### config.mk
export PLATFORM = sky130hd
export DESIGN_NAME = windowed_detector_rate_counter_top
export DESIGN_NICKNAME = d
export VERILOG_FILES = /design/src/hdl/wdrc_pkg.sv /design/src/hdl/windowed_detector_rate_counter_top.sv /design/src/hdl/wdrc_cfg_regs.sv /design/src/hdl/wdrc_in_stage.sv /design/src/hdl/wdrc_core.sv
export SDC_FILE = /design/constraint.sdc
export NUM_CORES = 1
export LEC_CHECK = 0
export BUFFER_PORTS_ARGS = -buffer_cell sky130_fd_sc_hd__buf_4
export CAP_MARGIN = 0
export CELL_PAD_IN_SITES_DETAIL_PLACEMENT = 1
export CELL_PAD_IN_SITES_GLOBAL_PLACEMENT = 1
export CORE_MARGIN = 4
export CORE_UTILIZATION = 45
export CTS_CLUSTER_SIZE = 10
export DETAILED_ROUTE_END_ITERATION = 16
export PLACE_DENSITY = 0.76
export SLEW_MARGIN = 20
export SYNTH_ARGS = -nofsm -noshare
export SYNTH_HDL_FRONTEND = slang
export SYNTH_SLANG_ARGS = --single-unit
### constraint.sdc
create_clock -name i_clk -period 29.5 [get_ports i_clk]
set_input_delay 4.425 -clock i_clk [delete_from_list [all_inputs] [get_ports i_clk]]
set_output_delay 4.425 -clock i_clk [all_outputs]
set_load 0.02 [all_outputs]
### src/hdl/wdrc_pkg.sv
// ---------------------------------------------------------------------------
// wdrc_pkg
// Shared types, constants and helpers of the windowed detector rate counter.
// ---------------------------------------------------------------------------
package wdrc_pkg;

    localparam int COUNTER_BITS = 32;
    localparam int DETECTORS    = 4;
    localparam int REPORTED     = 4;
    localparam int WORD_W       = 32;
    localparam int TIME_W       = 49;
    localparam int WEND_W       = TIME_W + 1;
    localparam int LIMIT_W      = 16;
    localparam int CFG_IDX_W    = 2;
    localparam int CFG_DATA_W   = TIME_W;
    localparam int TIME_LO_BIT  = 15;

    localparam logic [TIME_W-1:0]  WINDOW_RESET = TIME_W'(64'h1_0000_0000);
    localparam logic [LIMIT_W-1:0] LIMIT_RESET  = LIMIT_W'(1);

    typedef logic [COUNTER_BITS-1:0] t_cnt;
    typedef logic [WORD_W-1:0]       t_word;

    typedef enum logic [CFG_IDX_W-1:0] {
        REG_WINDOW_LENGTH = 2'd0,
        REG_ROUND_LIMIT   = 2'd1
    } t_cfg_reg;

    typedef struct packed {
        logic [TIME_W-1:0]  window_length;
        logic [LIMIT_W-1:0] round_limit;
    } t_cfg;

    typedef struct packed {
        logic  valid;
        t_word high_word;
        t_word low_word;
    } t_evt;

    // saturating increment
    function automatic t_cnt sat_inc(input t_cnt c);
        return (c == '1) ? c : c + t_cnt'(1);
    endfunction

    // reported counts are 32 bits whatever the counter width
    function automatic t_word clamp_report(input t_cnt c);
        logic [63:0] w;
        w = 64'(c);
        return (w > 64'hFFFF_FFFF) ? '1 : w[WORD_W-1:0];
    endfunction

endpackage

### src/hdl/windowed_detector_rate_counter_top.sv
// ---------------------------------------------------------------------------
// windowed_detector_rate_counter_top
// Path: a closing event is held in the input register, then its report in the result register.
// Throughput: one event per cycle; the core takes the held event whenever the
// result register is empty or being read in the same cycle.
// Reset (synchronous, active low) clears window, counters, round count, the
// finished flag and both valid flags; configuration returns to 2^32 and 1.
// ---------------------------------------------------------------------------
module windowed_detector_rate_counter_top import wdrc_pkg::*; (
    input  logic                  i_clk,
    input  logic                  i_rst_n,
    input  logic                  i_cfg_wr_en,
    input  logic [CFG_IDX_W-1:0]  i_cfg_index,
    input  logic [CFG_DATA_W-1:0] i_cfg_data,
    input  logic                  i_valid,
    output logic                  o_ready,
    input  logic [WORD_W-1:0]     i_high_word,
    input  logic [WORD_W-1:0]     i_low_word,
    output logic                  o_valid,
    input  logic                  i_ready,
    output logic [WORD_W-1:0]     o_count_any,
    output logic [WORD_W-1:0]     o_count_det_a,
    output logic [WORD_W-1:0]     o_count_det_b,
    output logic [WORD_W-1:0]     o_count_det_c,
    output logic [WORD_W-1:0]     o_count_det_d,
    output logic                  o_final_round
);

    t_cfg  cfg;
    t_evt  evt;
    logic  take;
    t_word count_det [REPORTED];

    wdrc_cfg_regs u_cfg (
        .i_clk       (i_clk),
        .i_rst_n     (i_rst_n),
        .i_cfg_wr_en (i_cfg_wr_en),
        .i_cfg_index (i_cfg_index),
        .i_cfg_data  (i_cfg_data),
        .o_cfg       (cfg)
    );

    wdrc_in_stage u_in (
        .i_clk       (i_clk),
        .i_rst_n     (i_rst_n),
        .i_valid     (i_valid),
        .o_ready     (o_ready),
        .i_high_word (i_high_word),
        .i_low_word  (i_low_word),
        .i_take      (take),
        .o_evt       (evt)
    );

    wdrc_core u_core (
        .i_clk         (i_clk),
        .i_rst_n       (i_rst_n),
        .i_evt         (evt),
        .i_cfg         (cfg),
        .i_out_ready   (i_ready),
        .o_take        (take),
        .o_out_valid   (o_valid),
        .o_count_any   (o_count_any),
        .o_count_det   (count_det),
        .o_final_round (o_final_round)
    );

    assign o_count_det_a = count_det[0];
    assign o_count_det_b = count_det[1];
    assign o_count_det_c = count_det[2];
    assign o_count_det_d = count_det[3];

endmodule

### src/hdl/wdrc_cfg_regs.sv
// ---------------------------------------------------------------------------
// wdrc_cfg_regs
// Configuration registers: window length and round limit.
// ---------------------------------------------------------------------------
module wdrc_cfg_regs import wdrc_pkg::*; (
    input  logic                  i_clk,
    input  logic                  i_rst_n,
    input  logic                  i_cfg_wr_en,
    input  logic [CFG_IDX_W-1:0]  i_cfg_index,
    input  logic [CFG_DATA_W-1:0] i_cfg_data,
    output t_cfg                  o_cfg
);

    t_cfg r_cfg;
    t_cfg n_cfg;

    always_comb begin
        n_cfg = r_cfg;
        if (i_cfg_wr_en) begin
            unique case (i_cfg_index)
                REG_WINDOW_LENGTH: n_cfg.window_length = i_cfg_data[TIME_W-1:0];
                REG_ROUND_LIMIT:   n_cfg.round_limit   = i_cfg_data[LIMIT_W-1:0];
                default:           n_cfg               = r_cfg;
            endcase
        end
    end

    always_ff @(posedge i_clk) begin
        if (!i_rst_n) begin
            r_cfg.window_length <= WINDOW_RESET;
            r_cfg.round_limit   <= LIMIT_RESET;
        end else begin
            r_cfg <= n_cfg;
        end
    end

    assign o_cfg = r_cfg;

endmodule

### src/hdl/wdrc_in_stage.sv
// ---------------------------------------------------------------------------
// wdrc_in_stage
// Input register: holds one event transaction until the core takes it.
// ---------------------------------------------------------------------------
module wdrc_in_stage import wdrc_pkg::*; (
    input  logic  i_clk,
    input  logic  i_rst_n,
    input  logic  i_valid,
    output logic  o_ready,
    input  t_word i_high_word,
    input  t_word i_low_word,
    input  logic  i_take,
    output t_evt  o_evt
);

    logic  r_valid;
    t_word r_high_word;
    t_word r_low_word;

    assign o_ready = !r_valid || i_take;

    always_ff @(posedge i_clk) begin
        if (!i_rst_n) begin
            r_valid <= 1'b0;
        end else if (o_ready) begin
            r_valid <= i_valid;
        end
    end

    always_ff @(posedge i_clk) begin
        if (o_ready && i_valid) begin
            r_high_word <= i_high_word;
            r_low_word  <= i_low_word;
        end
    end

    assign o_evt = '{valid: r_valid, high_word: r_high_word, low_word: r_low_word};

endmodule

### src/hdl/wdrc_core.sv
// ---------------------------------------------------------------------------
// wdrc_core
// Window tracking, saturating counters, round bookkeeping and result register.
// ---------------------------------------------------------------------------
module wdrc_core import wdrc_pkg::*; (
    input  logic  i_clk,
    input  logic  i_rst_n,
    input  t_evt  i_evt,
    input  t_cfg  i_cfg,
    input  logic  i_out_ready,
    output logic  o_take,
    output logic  o_out_valid,
    output t_word o_count_any,
    output t_word o_count_det [REPORTED],
    output logic  o_final_round
);

    logic               r_open,     n_open;
    logic               r_finished, n_finished;
    logic [WEND_W-1:0]  r_wend,     n_wend;
    logic [LIMIT_W-1:0] r_rounds,   n_rounds;
    t_cnt               r_any,      n_any;
    t_cnt               r_det [DETECTORS];
    t_cnt               n_det [DETECTORS];

    logic  r_out_valid, n_out_valid;
    t_word r_rep_any,   n_rep_any;
    t_word r_rep_det [REPORTED];
    t_word n_rep_det [REPORTED];
    logic  r_rep_final, n_rep_final;

    logic [TIME_W-1:0]    ev_time;
    logic [DETECTORS-1:0] hits;
    t_cnt                 inc_any;
    t_cnt                 inc_det [DETECTORS];

    assign o_take  = i_evt.valid && (!r_out_valid || i_out_ready);
    assign ev_time = {i_evt.high_word[TIME_W-WORD_W+TIME_LO_BIT-1:0],
                      i_evt.low_word[WORD_W-1:TIME_LO_BIT]};
    assign hits    = i_evt.low_word[DETECTORS-1:0];

    always_comb begin
        inc_any = (|hits) ? sat_inc(r_any) : r_any;
        for (int j = 0; j < DETECTORS; j++) begin
            inc_det[j] = hits[j] ? sat_inc(r_det[j]) : r_det[j];
        end
    end

    always_comb begin
        n_open      = r_open;
        n_finished  = r_finished;
        n_wend      = r_wend;
        n_rounds    = r_rounds;
        n_any       = r_any;
        n_det       = r_det;
        n_out_valid = r_out_valid && !i_out_ready;
        n_rep_any   = r_rep_any;
        n_rep_det   = r_rep_det;
        n_rep_final = r_rep_final;

        if (o_take && !r_finished) begin
            if (!r_open) begin
                // first event of a round only opens the window
                n_open = 1'b1;
                n_wend = {1'b0, ev_time} + {1'b0, i_cfg.window_length};
                n_any  = '0;
                for (int j = 0; j < DETECTORS; j++) n_det[j] = '0;
            end else if ({1'b0, ev_time} > r_wend) begin
                // closing event is counted, then reported
                n_out_valid = 1'b1;
                n_rep_any   = clamp_report(inc_any);
                for (int j = 0; j < REPORTED; j++) begin
                    n_rep_det[j] = (j < DETECTORS) ? clamp_report(inc_det[j]) : '0;
                end
                n_rounds    = r_rounds + LIMIT_W'(1);
                n_rep_final = (i_cfg.round_limit != '0) && (n_rounds == i_cfg.round_limit);
                n_finished  = n_rep_final;
                n_open      = 1'b0;
                n_any       = '0;
                for (int j = 0; j < DETECTORS; j++) n_det[j] = '0;
            end else begin
                n_any = inc_any;
                n_det = inc_det;
            end
        end
    end

    always_ff @(posedge i_clk) begin
        if (!i_rst_n) begin
            r_open      <= 1'b0;
            r_finished  <= 1'b0;
            r_wend      <= '0;
            r_rounds    <= '0;
            r_any       <= '0;
            r_out_valid <= 1'b0;
            for (int j = 0; j < DETECTORS; j++) r_det[j] <= '0;
        end else begin
            r_open      <= n_open;
            r_finished  <= n_finished;
            r_wend      <= n_wend;
            r_rounds    <= n_rounds;
            r_any       <= n_any;
            r_det       <= n_det;
            r_out_valid <= n_out_valid;
        end
    end

    always_ff @(posedge i_clk) begin
        r_rep_any   <= n_rep_any;
        r_rep_det   <= n_rep_det;
        r_rep_final <= n_rep_final;
    end

    assign o_out_valid   = r_out_valid;
    assign o_count_any   = r_rep_any;
    assign o_count_det   = r_rep_det;
    assign o_final_round = r_rep_final;

endmodule

==> impl_metrics.tcl <==
set metrics [dict create \
    hold_viol_final 0 \
    r2r_cells 12 \
    placed_area_um2 27600 \
    critical_path.top_delay_family "simple AND/OR/NAND/NOR gates" \
    yosys_warnings 0 \
    fill_cells 5966 \
    antenna_found_initial 0 \
    max_cap_viol_count 0 \
    cp.required_ps 25080 \
    outcome "finished, final reports clean" \
    switching_share 0.242 \
    seq_area_frac_synth 0.495 \
    vias 19700 \
    placementRows 85 \
    power.density_nw_per_um2 53.7 \
    pre_cts_ws_ps 20050 \
    ant_nets 0 \
    cts_max_path_buffers 3 \
    drv_slew 0 \
    worstPathArrival_ps 5030 \
    final_common_cell "nand2_1" \
    cp-end-kind "output port" \
    cp_slowest_stage_delay_ps 220 \
    pwr-share-seq 0.481 \
    cp_num_buf_inv 2 \
    combPwrFrac 0.082 \
    die_h_um 243 \
    p_leak_nw 11.0 \
    layout.nets 2946 \
    period_minus_slack_ps 9450 \
    synth_async_sr_flop_share 0 \
    p_clk_frac 0.437 \
    clock.fmax_ghz 0.106 \
    first_global_vias 20600 \
    clkTransAtPathRegs_ps 50 \
    rsz0062_at_grt "false" \
    grt_pass1_wl_um 112000 \
    hold_buffers 0 \
    cp-startpoint "i_ready" \
    internal_power_w 0.00120 \
    crit_type "in -> out" \
    synth_cell_types 84 \
    grt_max_degree 100 \
    die_w_um 243 \
    routedWlPerCell_um 20.0 \
    first_pass_iters 5 \
    cts.repair.resized 0 \
    finalSetupViolations 0 \
    finalNonFillerCells 3511 \
    layout_common_cells "nand2_1, dfxtp_1, buf_4" \
    critical_path_depth 4 \
    crit_path_top_delay_cell "nor2b_1" \
    tightest_slew_ps 1070 \
    cts_num_sinks 509 \
    syn_avg_cell_area_um2 9.98 \
    finalCritPeriodShare 0.320 \
    worst_slack_ps 20050 \
    synth_nets 2720 \
    fin_util 0.541 \
    ir_drop_uv 52.8 \
    maxSlewHeadroom 0.286 \
    grt_overflow 0 \
    viasPerCell 5.60 \
    clock_latency_ps 640 \
    fin_area_um2 29400 \
    start_kind "primary input" \
    r2r_slack_ps 24120 \
    hold_path_depth 2 \
    fin_setup_tns_ps 0 \
    cts_tree "built" \
    portBuffers 271 \
    layout-drive-gt1-share 0.144 \
    h-tree-depth 2 \
    crit_fanout 4 \
    min_path_type "reg -> reg" \
    hpwlAfterDp_um 48700 \
    initial_core_util 0.458 \
    regToRegEndpoint "u_core.o_count_any[1]" \
    power.switching_w 0.000382 \
    syn2layout_area_growth_pct 18.0 \
    gp_congestion 0.883 \
    ys.flop_type "dfxtp_1" \
    die_area_um2 59200 \
    track_usage 0.231 \
    wl_um 70200 \
    r2r_start "u_in.r_low_word[30]" \
    crit_top_cell "buf_4" \
    ys_ff_latch 509 \
    ioPinCount 283 \
    drtIter0Drc 1082 \
    route.detailed.drc 0 \
    synth_edf_count 214 \
    finClkSkew_ps 32.7 \
    dp.cells 3398 \
    numCtsBuffers 59 \
    cts_setup_buffers 0 \
    diodes 0 \
    cts_root_buffer "clkbuf_16" \
    coreArea_um2 54300 \
    syn_inst 2495 \
    crit_chain "buf_4 > nor2b_1 > nand2_1 > buf_4" \
    endpoint "o_ready" \
    synth_area_um2 24900 \
]
-- area by class of cell --
| cell class | count | area, µm² | area share |
|---|---|---|---|
| Clock buffer | 107 | 1710 | 0.0581 |
| Sequential cell | 509 | 12300 | 0.420 |
| Inverter | 103 | 387 | 0.0132 |
| Timing Repair Buffer | 288 | 2170 | 0.0740 |
| Multi-Input combinational cell | 1760 | 11800 | 0.400 |
| Clock inverter | 5 | 106 | 0.00362 |
| Tap cell | 739 | 925 | 0.0315 |
-- worst min path at each step --
stage,startpoint,endpoint,slack (ps)
final,u_core.r_wend[25],u_core.r_wend[25],460
after global routing,u_core.r_det[13],u_core.r_det[13],480
after CTS,u_core.r_wend[25],u_core.r_wend[25],460
after detailed placement,u_core.r_det[13],u_core.r_det[13],450
after global placement,u_core.r_det[13],u_core.r_det[13],430
after floorplan,u_core.r_det[13],u_core.r_det[13],430
-- registers in the layout, summed over array words and instances, names as in the netlist --
register / count
u_core.o_out_valid: 1
u_core.r_finished: 1
u_core.r_open: 1
u_in.r_low_word: 21
u_cfg.o_cfg: 65
u_core.o_count_det: 128
u_core.r_det: 128
u_in.r_valid: 1
u_core.r_wend: 50
u_core.o_count_any: 32
u_core.o_final_round: 1
u_core.r_rounds: 16
u_core.r_any: 32
u_in.r_high_word: 32
-- Yosys cell counts, drive strengths merged (9+ instances only) --
master,n,area [µm²]
nand2,314,1180
dfxtp,295,5910
edfxtp,214,6430
xnor2,149,1310
o21ai,123,616
a21oi,121,609
ha,104,1300
nand3,104,531
inv,103,387
clkbuf,102,384
a22o,88,771
nor2,76,295
a21boi,75,563
nand4,68,438
xor2,68,603
a21o,64,480
or3,44,275
and3,43,269
and2,37,231
mux2i,27,270
nor3,27,151
and4,24,210
buf,21,98.9
nor4,20,140
nor2b,17,106
nand2b,14,87.6
nor3b,12,95.1
o21a,11,82.6
o31ai,11,96.3
a31oi,10,62.6
or4,10,75.1
o21bai,9,71.3
-- kinds of logic after synthesis --
logic type | count (synthesis) | synth area share
compound gates | 571 | 0.155
xor+xnor | 217 | 0.0766
fa+ha+maj | 105 | 0.0530
buf+inv | 226 | 0.0349
flops | 509 | 0.495
mux | 29 | 0.0118
simple gates | 838 | 0.173
-- metal layers --
layer  vias up  track usage  wire length [µm]
li1       9450            -                 -
met1      9705        0.285             30000
met2       391        0.409             35100
met3       133       0.0329              2610
met4         0       0.0878              2580
met5         -            0                 0
-- worst min-delay path, cell delays in order (launching register included) --
cell and delay [ps]:
dfxtp_1 300, nand2_1 50, a21boi_0 60
-- power by group through the flow --
stage                     logic (W)  clock network, W  registers [W]
after floorplan           0.0000753                 0       0.000776
after global placement     0.000123                 0       0.000774
after detailed placement   0.000129                 0       0.000774
after CTS                  0.000130          0.000709       0.000760
after global routing       0.000144          0.000739       0.000761
final                      0.000130          0.000691       0.000759
-- metrics by stage --
step | total power (W) | hold WS [ps]
after global placement | 0.000897 | 433
after CTS | 0.00160 | 464
after floorplan | 0.000852 | 426
after global routing | 0.00164 | 478
final | 0.00158 | 460
after detailed placement | 0.000903 | 453
No activity file was read; power rests on OpenSTA's default activity.
